`config.mk`:
```
export PLATFORM = sky130hd
export DESIGN_NAME = alpha_over_pixel_merge
export DESIGN_NICKNAME = d
export VERILOG_FILES = /design/src/hw/rtl/aopm_pkg.sv /design/src/hw/rtl/aopm_lane.sv /design/src/hw/rtl/alpha_over_pixel_merge.sv
export SDC_FILE = /design/constraint.sdc
export NUM_CORES = 1
export LEC_CHECK = 0
export BUFFER_PORTS_ARGS = -buffer_cell sky130_fd_sc_hd__clkbuf_2
export CAP_MARGIN = 20
export CORE_UTILIZATION = 50
export CTS_CLUSTER_DIAMETER = 150
export DETAILED_ROUTE_END_ITERATION = 10
export HOLD_SLACK_MARGIN = 0.03
export PLACE_DENSITY_LB_ADDON = 0.2
export SYNTH_ARGS = -nofsm -noshare
export SYNTH_HDL_FRONTEND = slang
export SYNTH_HIERARCHICAL = 1
export SYNTH_SLANG_ARGS = --single-unit
```
`constraint.sdc`:
```
create_clock -name clk_i -period 6.35 [get_ports clk_i]
set_input_delay 0.635 -clock clk_i [delete_from_list [all_inputs] [get_ports clk_i]]
set_output_delay 0.635 -clock clk_i [all_outputs]
set_load 0.005 [all_outputs]
```
`src/hw/rtl/aopm_pkg.sv`:
```
// Shared types and constants of the alpha-over pixel merge.
package aopm_pkg;

  // Width of one color or alpha component.
  localparam int unsigned PixW = 8;

  // Stream word widths.
  localparam int unsigned InTdataW  = 8 * PixW;
  localparam int unsigned OutTdataW = 4 * PixW;

  // Per-stage advance enables that the top level hands to every lane.
  typedef struct packed {
    logic en1;
    logic en2;
    logic en3;
  } aopm_ctl_t;

endpackage

```
`src/hw/rtl/aopm_lane.sv`:
```
// One color lane: weighted sum of two channels, then exact division by full scale.
module aopm_lane #(
  parameter int unsigned FULL_SCALE = 255
) (
  input  logic                                       clk_i,
  input  aopm_pkg::aopm_ctl_t                        ctl_i,
  input  logic [aopm_pkg::PixW-1:0]                  top_i,
  input  logic [aopm_pkg::PixW-1:0]                  bottom_i,
  input  logic [aopm_pkg::PixW-1:0]                  wt_top_i,
  input  logic [$clog2(FULL_SCALE+1)-1:0]            wt_bot_i,
  output logic [aopm_pkg::PixW-1:0]                  blend_o
);
  import aopm_pkg::*;

  localparam int unsigned FsW   = $clog2(FULL_SCALE + 1);
  localparam int unsigned Lg    = $clog2(FULL_SCALE);
  // The numerator stays below 256 * FULL_SCALE.
  localparam int unsigned NumW  = PixW + Lg;
  localparam int unsigned Sh    = NumW + Lg;
  localparam int unsigned RecW  = NumW + 2;
  localparam int unsigned ProdW = NumW + RecW;
  // Rounded-up reciprocal; exact for every numerator below 2**NumW.
  localparam logic [63:0] Rec64 =
    ((64'd1 << Sh) + 64'(FULL_SCALE) - 64'd1) / 64'(FULL_SCALE);
  localparam logic [RecW-1:0] Rec = Rec64[RecW-1:0];

  logic [2*PixW-1:0]    p_top_q;
  logic [PixW+FsW-1:0]  p_bot_q;
  logic [NumW-1:0]      num;
  logic [ProdW-1:0]     prod_q;
  logic [PixW-1:0]      blend_q;

  // Stage one: the two weighted products.
  always_ff @(posedge clk_i) begin
    if (ctl_i.en1) begin
      p_top_q <= top_i * wt_top_i;
      p_bot_q <= (PixW+FsW)'(bottom_i) * (PixW+FsW)'(wt_bot_i);
    end
  end

  // Stage two: numerator times the reciprocal.
  assign num = NumW'(p_top_q) + NumW'(p_bot_q);

  always_ff @(posedge clk_i) begin
    if (ctl_i.en2) begin
      prod_q <= ProdW'(num) * ProdW'(Rec);
    end
  end

  // Stage three: the quotient is the high part of the product.
  always_ff @(posedge clk_i) begin
    if (ctl_i.en3) begin
      blend_q <= prod_q[Sh +: PixW];
    end
  end

  assign blend_o = blend_q;

endmodule

```
`src/hw/rtl/alpha_over_pixel_merge.sv`:
```
// Top level of the alpha-over pixel merge: three color lanes and the alpha path.
//
//  channel   dir  word fields (lowest bits first)
//  s_axis    in   top r,g,b,a then bottom r,g,b,a, 8 bits each
//  m_axis    out  out r,g,b,a, 8 bits each
//
// One word is taken every cycle while the pipeline has room; its result passes through the
// product, reciprocal-multiply and quotient registers in turn and is offered once it has
// reached the quotient register.
// Reset clears only the stage valid flags. A stalled output holds its word,
// and earlier stages keep accepting until every bubble ahead is filled.
module alpha_over_pixel_merge #(
  parameter int unsigned FULL_SCALE = 255
) (
  input  logic                               clk_i,
  input  logic                               rst_ni,
  input  logic                               s_axis_tvalid,
  output logic                               s_axis_tready,
  // top_red, top_green, top_blue, top_alpha,
  // bottom_red, bottom_green, bottom_blue, bottom_alpha
  input  logic [aopm_pkg::InTdataW-1:0]      s_axis_tdata,
  output logic                               m_axis_tvalid,
  input  logic                               m_axis_tready,
  // out_red, out_green, out_blue, out_alpha
  output logic [aopm_pkg::OutTdataW-1:0]     m_axis_tdata
);
  import aopm_pkg::*;

  localparam int unsigned FsW = $clog2(FULL_SCALE + 1);
  localparam int unsigned CapInt = (FULL_SCALE > 255) ? 255 : FULL_SCALE;
  localparam logic [PixW-1:0] AlphaCap = PixW'(CapInt);
  localparam logic [FsW-1:0]  FullW    = FsW'(FULL_SCALE);

  aopm_ctl_t        ctl;
  logic             v1_q, v2_q, v3_q;
  logic [PixW-1:0]  top_alpha, bottom_alpha;
  logic [PixW-1:0]  wt_top;
  logic [FsW-1:0]   wt_bot;
  logic [PixW:0]    alpha_sum;
  logic [PixW-1:0]  alpha_sat;
  logic [PixW-1:0]  alpha1_q, alpha2_q, alpha3_q;
  logic [PixW-1:0]  lane_out [3];

  // A stage moves on when it is empty or the stage after it moves on.
  assign ctl.en3 = !v3_q || m_axis_tready;
  assign ctl.en2 = !v2_q || ctl.en3;
  assign ctl.en1 = !v1_q || ctl.en2;
  assign s_axis_tready = ctl.en1;

  always_ff @(posedge clk_i or negedge rst_ni) begin
    if (!rst_ni) begin
      v1_q <= 1'b0;
      v2_q <= 1'b0;
      v3_q <= 1'b0;
    end else begin
      if (ctl.en1) v1_q <= s_axis_tvalid;
      if (ctl.en2) v2_q <= v1_q;
      if (ctl.en3) v3_q <= v2_q;
    end
  end

  // Shared blend weights; a top alpha above full scale counts as opaque.
  assign top_alpha    = s_axis_tdata[3*PixW +: PixW];
  assign bottom_alpha = s_axis_tdata[7*PixW +: PixW];
  assign wt_top = (top_alpha > AlphaCap) ? AlphaCap : top_alpha;
  assign wt_bot = FullW - FsW'(wt_top);

  // Color lanes work side by side on red, green and blue.
  for (genvar g = 0; g < 3; g++) begin : g_lane
    aopm_lane #(
      .FULL_SCALE (FULL_SCALE)
    ) u_lane (
      .clk_i    (clk_i),
      .ctl_i    (ctl),
      .top_i    (s_axis_tdata[g*PixW +: PixW]),
      .bottom_i (s_axis_tdata[(g+4)*PixW +: PixW]),
      .wt_top_i (wt_top),
      .wt_bot_i (wt_bot),
      .blend_o  (lane_out[g])
    );
  end

  // Alpha sum with saturation, delayed to line up with the lanes.
  assign alpha_sum = {1'b0, top_alpha} + {1'b0, bottom_alpha};
  assign alpha_sat = (alpha_sum > {1'b0, AlphaCap}) ? AlphaCap : alpha_sum[PixW-1:0];

  always_ff @(posedge clk_i) begin
    if (ctl.en1) alpha1_q <= alpha_sat;
    if (ctl.en2) alpha2_q <= alpha1_q;
    if (ctl.en3) alpha3_q <= alpha2_q;
  end

  // Merge the lane results and the alpha into the output word.
  assign m_axis_tvalid = v3_q;
  assign m_axis_tdata  = {alpha3_q, lane_out[2], lane_out[1], lane_out[0]};

endmodule

```
Word-level counts from Yosys, hierarchy flattened
Index checks and enable logic that the tools add are counted.
Cells by class
  $add $sub $neg: 5
  $mul: 9
  div/mod/pow operators: 0
  magnitude comparators: 2
  equality and inequality tests: 0
  shift operators: 0
  mux-type cells: 1
  bitwise operators: 0
  reductions and logical operators: 6
Operator list (count)
  multiplier 8 x 8 -> 16 bit: 6
  multiplier 16 x 16 -> 31 bit (second input constant): 3
  adder 16 bit: 3
  adder 8 x 8 -> 9 bit: 1
  greater-than comparator 9 x 8 -> 1 bit (second input constant): 1
  greater-than comparator 8 bit (second input constant): 1
  2-to-1 mux 8 bit: 1
  subtractor 8 bit (first input constant): 1
  zero test 1 bit: 3
  logical OR 1 bit: 3
Word-level totals
  register bits: 240
  bits in latches: 0
  bits in writable memories: 0
  memory bits (read-only): 0
  input bits: 68
  output and inout bits: 34
  logic and storage cells: 41
  memories: 0

Longest topological paths before layout
Gate-level depths: netlist of run 1.
  depth in word-level cells: 4
  depth in mapped cells: 24
  gate-level depth less buffers: 23

Modules after synthesis
The synthesis of run 1 kept the hierarchy.
By module, submodules not included
  aopm_lane at g_lane[0].u_lane: instances 1, cells an instance 770, area each 7552.2 um2, sequential area each 1441.4 um2
  aopm_lane at g_lane[1].u_lane: instances 1, cells an instance 759, area each 7467.2 um2, sequential area each 1441.4 um2
  aopm_lane at g_lane[2].u_lane: instances 1, cells an instance 747, area each 7349.5 um2, sequential area each 1441.4 um2
  alpha_over_pixel_merge: instances 1, cells an instance 86, area each 1255.0 um2, sequential area each 795.8 um2

Least setup slack after synthesis of run 1
Ideal clock, no wire load.
  path type: reg2reg
  from: register g_lane[2].u_lane.p_top_q[0]
  to: register g_lane[2].u_lane.prod_q[31] (data pin)
  setup time: 0.263 ns
  data arrival time: 5.318 ns
  required time: 6.087 ns
  slack: 0.769 ns
  stages on the path, launching flop included: 23
  path buffers: 0
  clock period less this slack: 5.581 ns
  cell sequence: edfxtp_1 -> ha_1 -> fa_1 -> a211oi_2 -> o21ai_1 -> a41oi_1 -> o21ai_0 -> a21oi_1 -> o21ba_2 -> xnor2_1 -> ha_1 -> and2_1 -> ha_1 -> ha_1 -> ha_1 -> nand3_1 -> nor4_1 -> and2_1 -> a41o_1 -> a41oi_2 -> maj3_2 -> or3b_1 -> xnor2_1
On the way
  longest elaborated chain between the ends: 2
RTL lines
  start: declaration: line aopm_lane.sv:27  | logic [2*PixW-1:0] p_top_q;
  start signal: assignment: line aopm_lane.sv:36  | p_top_q <= top_i * wt_top_i;
  adder 16 bit: line aopm_lane.sv:42  | assign num = NumW'(p_top_q) + NumW'(p_bot_q);
  multiplier 16 x 16 -> 31 bit: line aopm_lane.sv:46  | prod_q <= ProdW'(num) * ProdW'(Rec);
  end signal: assignment: line aopm_lane.sv:46
  end: declaration: line aopm_lane.sv:30  | logic [ProdW-1:0] prod_q;
No other way between the ends.
A chain may end at the register's enable or synchronous reset.

Final worst setup path of run 1
Same ends and word-level chain as after synthesis.

==> flow_summary.ini, run 1 <==
[detailed_routing]
drtPass1Iterations = 5
wl_um = 51500
antenna_left = 0
routedWlPerCell_um = 16.5
route.detailed.drc = 0
vias_per_cell = 5.45
initialDrtViolationCount = 892
vias = 17027

[finish]
finalNetCount = 3206
antenna_cells = 0
finalNonFillerCells = 3122
syn_to_final_growth_pct = 8.81
final_core_util_pct = 55.2
drive_above_1_share_pct = 8.51
fin_area_sq_mm = 0.0257

[clock_tree]
post_cts_buffers = 0
clkTransAtPathRegs_ns = 0.08
cts_sinks = 171
cts_buffer_depth = 2
numCtsBuffers = 17
htreeDepth = 4
cts_tree = built
cts-root-buf = clkbuf_16
insertion_delay_ns = 0.48

[setup_path]
crit_fanout = 5
worstSetupPathType = reg -> reg
crit_path_start_kind = flop
critPathArrivalTime_ns = 6.31
required_ns = 6.57
end_kind = flop

[run_status]
status = completed

[placement]
routabilityCongestion = 0.884
placed_cells = 3089
port_buffers = 101
hpwl_um = 42400
postPlaceCellArea_sq_mm = 0.0251

[logic_synthesis]
synth_common_cells = 416 x ha_1, 357 x inv_1, 245 x and2_1, 222 x nand2_1, 220 x fa_1
synth_area_leaders = ha_1 22%, edfxtp_1 21%, fa_1 19%, and2_1 6.5%, inv_1 5.7%
synth_nets = 3066
yosysSeqAreaShare_pct = 21.7
ys_seq_elements = 171
synth_cells = 2362
yosys.area_share.xor_xnor_pct = 6.16
syn_avg_cell_area_sq_um = 10.0
synth_warnings = 6
synth_top_area_cell = ha_1
synthSimpleGateAreaFrac_pct = 15.2
ys.flop_type = edfxtp_1
async_reset_ff_share_pct = 1.75
synth_top_area_share_pct = 22.0
synth_edf_count = 168
synth_fa_ha_area_share_pct = 40.7
synth_mux_area_share_pct = 0.106
post_synth_num_cell_types = 91
synth-compound-area-share_pct = 10.3
synth_top_family_by_area = adder cells
synth.most_common_cell = ha_1
syn_area_sq_mm = 0.0236

[floorplanning]
die_h_um = 219
die_width_um = 219
rows = 79
core_sq_mm = 0.0466
io_pins = 102
fp.dieArea_sq_mm = 0.0481
start_util_pct = 50.7

[global_routing]
grtUsageTotal_pct = 22.7
grt_pass1_vias = 17197
grt_pass1_wl_um = 85200
grt_max_degree = 68
antenna_found_initial = 5
grt_overflow = 0

[sta]
final.min_clock_period_ns = 6.09
hold_viol = 0
tightest_slew_ns = 1.02
rsz0062_at_grt = yes
fmax_mhz = 164
fin_skew_ns = 0.0202
slew-limit-headroom_pct = 32.3
setup_viol = 0
slew_violations = 0
final.period_utilization_pct = 96.0

[worst_hold_path]
hold_class = in -> reg

[run]
drv_cap = 0
critical path: stages (launching register included):
cell	delay (ns)
edfxtp_1	0.36
ha_1	0.27
fa_1	0.45
a211oi_2	0.31
o21ai_1	0.17
a41oi_2	0.29
o21ai_0	0.14
a21oi_1	0.14
o21ba_2	0.14
xnor2_1	0.24
ha_1	0.35
and2_1	0.16
ha_1	0.30
ha_1	0.28
ha_1	0.30
nand3_1	0.10
nor4_1	0.33
a2111oi_0	0.16
o21ai_0	0.12
a41o_1	0.18
a41oi_2	0.16
maj3_2	0.37
or3b_1	0.39
xnor2_1	0.13
area by class of cell:
| cell class | instances | area, sq um |
|---|---|---|
| multi-input cells | 1826 | 17200 |
| clock inverters | 15 | 185 |
| repair buffers | 128 | 711 |
| flip-flops and latches | 171 | 5120 |
| fillers | 4067 | 20900 |
| well taps | 607 | 759 |
| inverters | 358 | 1340 |
| clock buffers | 17 | 425 |
registers in the layout, indices dropped and copies added, names as in the netlist:
signal                 cells
alpha1_q                   8
alpha2_q                   8
alpha3_q                   8
g_lane.u_lane/blend_o     24
g_lane.u_lane/p_bot_q     48
g_lane.u_lane/p_top_q     48
g_lane.u_lane/prod_q      24
m_axis_tvalid              1
v1_q                       1
v2_q                       1
cell usage in the layout, fill, tap and decap left out, types with 70 or more instances in the layout:
master,Yosys,routed
ha_1,416,415
inv_1,357,357
and2_1,245,245
nand2_1,222,222
fa_1,220,220
edfxtp_1,168,168
xnor2_1,112,112
clkbuf_2,0,101
a21oi_1,83,83
nor2_1,71,70
repair_timing:
| item | 4_1_cts | 5_1_grt |
|---|---|---|
| gates resized for setup | 0 | 6 |
| hold endpoints to repair | 3 | 0 |
| endpoints found under the setup margin | 0 | 6 |
| hold buffers | 1 | 0 |
per-stage QoR:
step | setup WS [ns] | setup TNS, ns | hold slack, ns
after floorplan | 0.769 | 0 | 0.339
after global placement | 0.235 | 0 | 0.401
after detailed placement | 0.108 | 0 | 0.405
after CTS | 0.0683 | 0 | 0.296
after global routing | -0.0418 | -0.0418 | 0.336
final | 0.257 | 0 | 0.342
layer usage:
metal | GRT usage (%) | routed length (um) | up-vias
met5 | 0 | 62 | -
met2 | 38.7 | 25100 | 360
li1 | - | - | 8262
met1 | 29.2 | 22900 | 8340
met3 | 3.92 | 2470 | 55
met4 | 6.83 | 940 | 10
cell families (layout without fill, tap and decap cells):
kind of cell             after synthesis  after routing
buffers and inverters                365            518
XOR/XNOR                             162            162
multiplexers                           2              2
flip-flops                           171            171
adder cells (fa/ha/maj)              637            637
AO/OA/AOI/OAI                        333            333
AND/OR/NAND/NOR                      692            692
final timing paths:
| path | slack, ns | cells past startpoint | to | startpoint |
|---|---|---|---|---|
| setup / recovery | 0.26 | 23 | g_lane[2].u_lane/prod_q[31] | g_lane[2].u_lane/p_top_q[0] |
| hold / removal | 0.34 | 2 | v1_q | s_axis_tvalid |
| min in group asynchronous | 0.47 | 2 | v1_q | rst_ni |
| max in group asynchronous | 5.77 | 2 | m_axis_tvalid | rst_ni |
| hold reg to reg | 0.42 | 0 | g_lane[0].u_lane/blend_o[4] | g_lane[0].u_lane/prod_q[28] |
| setup reg to reg | 0.26 | 23 | g_lane[2].u_lane/prod_q[31] | g_lane[2].u_lane/p_top_q[0] |
Power of run 1 is not shown: default switching activity piles up to over one toggle a cycle in this logic, so the estimate is an artifact.
==> inputs of run 2 (changes only) <==
Settings changed: CORE_MARGIN set to 2.
==> flow_summary.ini, run 2 (same netlist as run 1, synthesis figures left out) <==
[worst_hold_path]
whs_path_depth = 2
hold_class = in -> reg

[finish]
drive_above_1_share_pct = 8.59
fin_area_sq_mm = 0.0257
most-common-layout-cells = 415 x ha_1, 357 x inv_1, 245 x and2_1
fill_cells = 4176
reg_top3 = g_lane.u_lane/p_bot_q: 48 flops, g_lane.u_lane/p_top_q: 48 flops
antenna_cells = 0
layout_commonest_cell = ha_1
syn_to_final_growth_pct = 8.66
finalNetCount = 3205

[detailed_routing]
wl_um = 52400
drtPass1Iterations = 5
vias_per_cell = 5.48
antenna_left = 0
initialDrtViolationCount = 878
routedWlPerCell_um = 16.8
route.detailed.drc = 0
vias = 17098

[floorplanning]
rows = 79
start_util_pct = 50.7
core_sq_mm = 0.0466
fp.dieArea_sq_mm = 0.0490
die_width_um = 221
io_pins = 102
die_h_um = 221

[clock_tree]
insertion_delay_ns = 0.47
cts-root-buf = clkbuf_16
clkTransAtPathRegs_ns = 0.07
htreeDepth = 4
cts_sinks = 171
cts_tree = built
cts_buffer_depth = 2
numCtsBuffers = 17

[sta]
setup_viol = 0
slew-limit-headroom_pct = 33.9
final.period_utilization_pct = 95.1
slew_violations = 0
fin_skew_ns = 0.00956
tightest_slew_ns = 0.991
final.min_clock_period_ns = 6.04
fmax_mhz = 166
hold_viol = 0

[placement]
hpwl_um = 43000
postPlaceCellArea_sq_mm = 0.0250
port_buffers = 101
routabilityCongestion = 0.891

[setup_path]
rrSetupSlack_ns = 0.31
max_stage_delay_ns = 0.48
r2r_start = g_lane[2].u_lane/p_top_q[0]
crit_chain = ha_1 > fa_1 > a211oi_4 > o21ai_1 > a41oi_2 > o21ai_0 > a21oi_1 > o21ba_2 > xnor2_2 > ha_1 > and2_1 > ha_1 > ha_1 > ha_1 > nand3_1 > nor4_2 > a2111oi_0 > o21ai_0 > a41o_1 > a41oi_2 > maj3_2 > or3b_1 > xnor2_1
cp_common_cell = ha_1
critPathArrivalTime_ns = 6.26
crit_path_start_kind = flop
worstPathBufferInverterCount = 0
crit_fanout = 5
cp-endpoint = g_lane[2].u_lane/prod_q[31]
required_ns = 6.57
worstSetupPathType = reg -> reg
timing.rr.end = g_lane[2].u_lane/prod_q[31]
cpMaxStageDelayCell = fa_1
reg2reg_depth = 23
startpoint = g_lane[2].u_lane/p_top_q[0]
cp_top_family = adder cells
path_depth = 23
end_kind = flop

[global_routing]
grt_util_met3_pct = 4.26
top_usage_layer = met2
grt_pass1_wl_um = 88800
globalRouteMet1Util_pct = 28.8
grt_pass1_vias = 18001
antenna_found_initial = 5
grt_overflow = 0
gr-usage-met2_pct = 38.2
grt_max_degree = 73
grtUsageTotal_pct = 22.5

[run_status]
status = completed

[run]
drv_cap = 0
==> run 2: cell type report <==
class                           instances  area (sq um)  share of cell area (%)
Clock buffer                           17           425                    1.66
Clock inverter                         15           139                   0.541
Inverter                              358          1340                    5.23
Multi-Input combinational cell       1826         17200                    66.9
Sequential cell                       171          5120                    19.9
Tap cell                              607           759                    2.96
Timing Repair Buffer                  127           703                    2.74
==> run 2: worst min-delay path by stage <==
stage,start,to,slack [ns]
2_1_floorplan,rst_ni,m_axis_tvalid,0.34
3_3_place_gp,alpha1_q[1],alpha2_q[1],0.40
3_5_place_dp,g_lane[2].u_lane/prod_q[29],g_lane[2].u_lane/blend_o[5],0.40
4_1_cts,s_axis_tvalid,v1_q,0.32
5_1_grt,s_axis_tvalid,v1_q,0.36
6_report,s_axis_tvalid,v1_q,0.36
==> run 2: per-stage QoR <==
| step | hold WS [ns] | std cells | setup slack, ns | TNS, ns | util, % |
|---|---|---|---|---|---|
| 2_1_floorplan | 0.339 | 2362 | 0.769 | 0 | - |
| 3_3_place_gp | 0.401 | 3088 | 0.334 | 0 | 53.8 |
| 3_5_place_dp | 0.405 | 3088 | 0.122 | 0 | 53.8 |
| 4_1_cts | 0.323 | 3121 | 0.0984 | 0 | 55.0 |
| 5_1_grt | 0.356 | 3121 | -0.0326 | -0.0326 | 55.1 |
| 6_report | 0.360 | 3121 | 0.312 | 0 | 55.1 |
==> run 2: repair_timing <==
item | CTS | global route
buffers inserted | 0 | 0
gates resized for setup | 0 | 10
hold buffers | 1 | 0
setup endpoints to repair | 0 | 4
hold endpoints to repair | 3 | 0
==> run 2: layer usage <==
metal | vias up | share of wire [%] | wire length [um]
li1 | 8265 | - | -
met1 | 8438 | 45 | 23600
met2 | 296 | 48 | 25000
met3 | 91 | 4.1 | 2160
met4 | 8 | 2.9 | 1530
met5 | - | 0.071 | 37
==> run 2: worst reg2reg max path, stage by stage, from the launching register on <==
cell       delay, ns
edfxtp_1        0.37
ha_1            0.27
fa_1            0.48
a211oi_4        0.28
o21ai_1         0.17
a41oi_2         0.28
o21ai_0         0.14
a21oi_1         0.16
o21ba_2         0.17
xnor2_2         0.17
ha_1            0.32
and2_1          0.15
ha_1            0.29
ha_1            0.28
ha_1            0.31
nand3_1         0.14
nor4_2          0.34
a2111oi_0       0.15
o21ai_0         0.10
a41o_1          0.16
a41oi_2         0.17
maj3_2          0.38
or3b_1          0.38
xnor2_1         0.13
Power of run 2 is left out for the same reason.
==> inputs of run 3 (changes only) <==
Settings changed: BUFFER_PORTS_ARGS -buffer_cell sky130_fd_sc_hd__clkbuf_2 to -buffer_cell sky130_fd_sc_hd__buf_4, CORE_ASPECT_RATIO set to 1.5, SYNTH_HIERARCHICAL 1 to not set.
==> flow_summary.ini, run 3 <==
[run_status]
status = completed

[logic_synthesis]
syn_area_sq_mm = 0.0234
synth_warnings = 0
synth_nets = 3090
synth_cells = 2386
post_synth_num_cell_types = 66
ys.flop_type = edfxtp_1
synth_edf_count = 168
synth.most_common_cell = ha_1
yosysSeqAreaShare_pct = 21.9
synth_area_leaders = ha_1 22%, edfxtp_1 22%, fa_1 19%, inv_1 5.9%, xnor2_1 4.5%
synth_common_cells = 416 x ha_1, 367 x inv_1, 220 x fa_1, 168 x edfxtp_1, 160 x nand2_1
async_reset_ff_share_pct = 1.75
synth_top_area_cell = ha_1
synth_top_area_share_pct = 22.2
syn_avg_cell_area_sq_um = 9.81
ys_seq_elements = 171

[floorplanning]
core_sq_mm = 0.0465
rows = 97
die_h_um = 269
start_util_pct = 50.4
io_pins = 102
die_width_um = 181
fp.dieArea_sq_mm = 0.0486

[global_routing]
grt_pass1_vias = 17806
grt_overflow = 0
antenna_found_initial = 4
grtUsageTotal_pct = 21.2
grt_max_degree = 73
grt_pass1_wl_um = 83600

[clock_tree]
insertion_delay_ns = 0.47
post_cts_buffers = 0
htreeDepth = 4
cts_buffer_depth = 2
cts_sinks = 171
clkTransAtPathRegs_ns = 0.08
cts_tree = built
numCtsBuffers = 17
cts-root-buf = clkbuf_16

[finish]
reg_top3 = g_lane.u_lane.p_bot_q: 48 flops, g_lane.u_lane.p_top_q: 48 flops
drive_above_1_share_pct = 6.82
fin_area_sq_mm = 0.0255
most-common-layout-cells = 416 x ha_1, 367 x inv_1, 220 x fa_1
final_core_util_pct = 55.0
finalNetCount = 3185
layout_commonest_cell = ha_1
antenna_cells = 0
syn_to_final_growth_pct = 9.11

[detailed_routing]
drtPass1Iterations = 5
vias = 16456
route.detailed.drc = 0
routedWlPerCell_um = 15.8
antenna_left = 0
initialDrtViolationCount = 671
wl_um = 48900
vias_per_cell = 5.33

[setup_path]
required_ns = 6.56
crit_fanout = 4
cp_top_family = compound AO/OA/AOI/OAI gates
cpMaxStageDelayCell = or4_1
cp_common_cell = ha_1
max_stage_delay_ns = 0.50
worstSetupPathType = reg -> reg
worstPathBufferInverterCount = 1
end_kind = flop
critPathArrivalTime_ns = 6.20
crit_path_start_kind = flop
crit_chain = ha_1 > inv_1 > fa_1 > nor2b_1 > o31a_1 > o21a_1 > a2111oi_0 > o21bai_1 > a21oi_1 > xnor2_1 > ha_1 > and2_1 > ha_1 > ha_1 > ha_1 > or4_1 > o22ai_1 > o41ai_1 > a21o_1 > a311o_1 > maj3_1 > nand4_1 > xnor2_1

[sta]
fin_tns_setup_ns = 0
rsz0062_at_grt = no
slew-limit-headroom_pct = 37.5
setup_viol = 0
fmax_mhz = 167
slew_violations = 0
fin_skew_ns = 0.0197
final.period_utilization_pct = 94.2
final.min_clock_period_ns = 5.98
hold_viol = 0
tightest_slew_ns = 0.937

[placement]
port_buffers = 101
hpwl_um = 39800
postPlaceCellArea_sq_mm = 0.0249
routabilityCongestion = 0.878

[run]
drv_cap = 0

[worst_hold_path]
hold_class = in -> reg
==> run 3: changes by cell type after synthesis, moves of 37 or more <==
cell / previous run / this run
nand2b_1: 12 / 115
nand2_1: 222 / 160
nor2b_1: 22 / 116
and2_1: 245 / 125
nor2_1: 71 / 118
clkbuf_1: 5 / 42
==> run 3: routing by layer <==
layer,GRT usage [%],vias up,part of all wire [%]
met5,0,-,0.12
met4,7.50,8,2.8
met3,2.51,83,2.8
met2,42.1,232,55
met1,22.8,8063,39
li1,-,8070,-
==> run 3: cell type report <==
cell class,instances,area [sq um]
inverter,368,1380
tap,594,743
fill,4173,20900
clock inverter,15,216
clock buffer,17,425
sequential,171,5120
multi-input combinational,1803,16800
timing repair buffer,120,903
==> run 3: cell families (layout without fill, tap and decap cells) <==
| kind of cell | Yosys count | after routing | share of synthesized area, % |
|---|---|---|---|
| buf+inv | 412 | 520 | 6.60 |
| simple gates | 721 | 721 | 16.2 |
| compound gates | 277 | 277 | 7.89 |
| xor+xnor | 166 | 166 | 6.24 |
| flops | 171 | 171 | 21.9 |
| mux | 1 | 1 | 0.0427 |
| fa+ha+maj | 638 | 638 | 41.1 |
==> run 3: final timing paths <==
path	depth (start not counted)	end	startpoint	slack (ns)
min in group asynchronous	2	v2_q	rst_ni	0.50
worst max register to register	23	g_lane[1].u_lane.prod_q[31]	g_lane[1].u_lane.p_bot_q[0]	0.37
worst max-delay path	23	g_lane[1].u_lane.prod_q[31]	g_lane[1].u_lane.p_bot_q[0]	0.37
max in group asynchronous	2	v1_q	rst_ni	5.76
worst min-delay path	2	v1_q	s_axis_tvalid	0.36
worst min register to register	0	g_lane[2].u_lane.blend_o[0]	g_lane[2].u_lane.prod_q[24]	0.41
==> run 3: stage by stage <==
stage          hold WS [ns]  cells  setup WS (ns)
2_1_floorplan         0.339   2386          0.676
3_3_place_gp          0.402   3055          0.469
3_5_place_dp          0.405   3055          0.344
4_1_cts               0.342   3088          0.340
5_1_grt               0.350   3088        0.00198
6_report              0.359   3088          0.365
==> run 3: repair_timing <==
action                                 4_1_cts  5_1_grt
endpoints found under the hold margin        3        0
setup endpoints to repair                    0        2
hold buffers                                 1        0
gates resized for setup                      0        1
Power of run 3 is left out for the same reason.
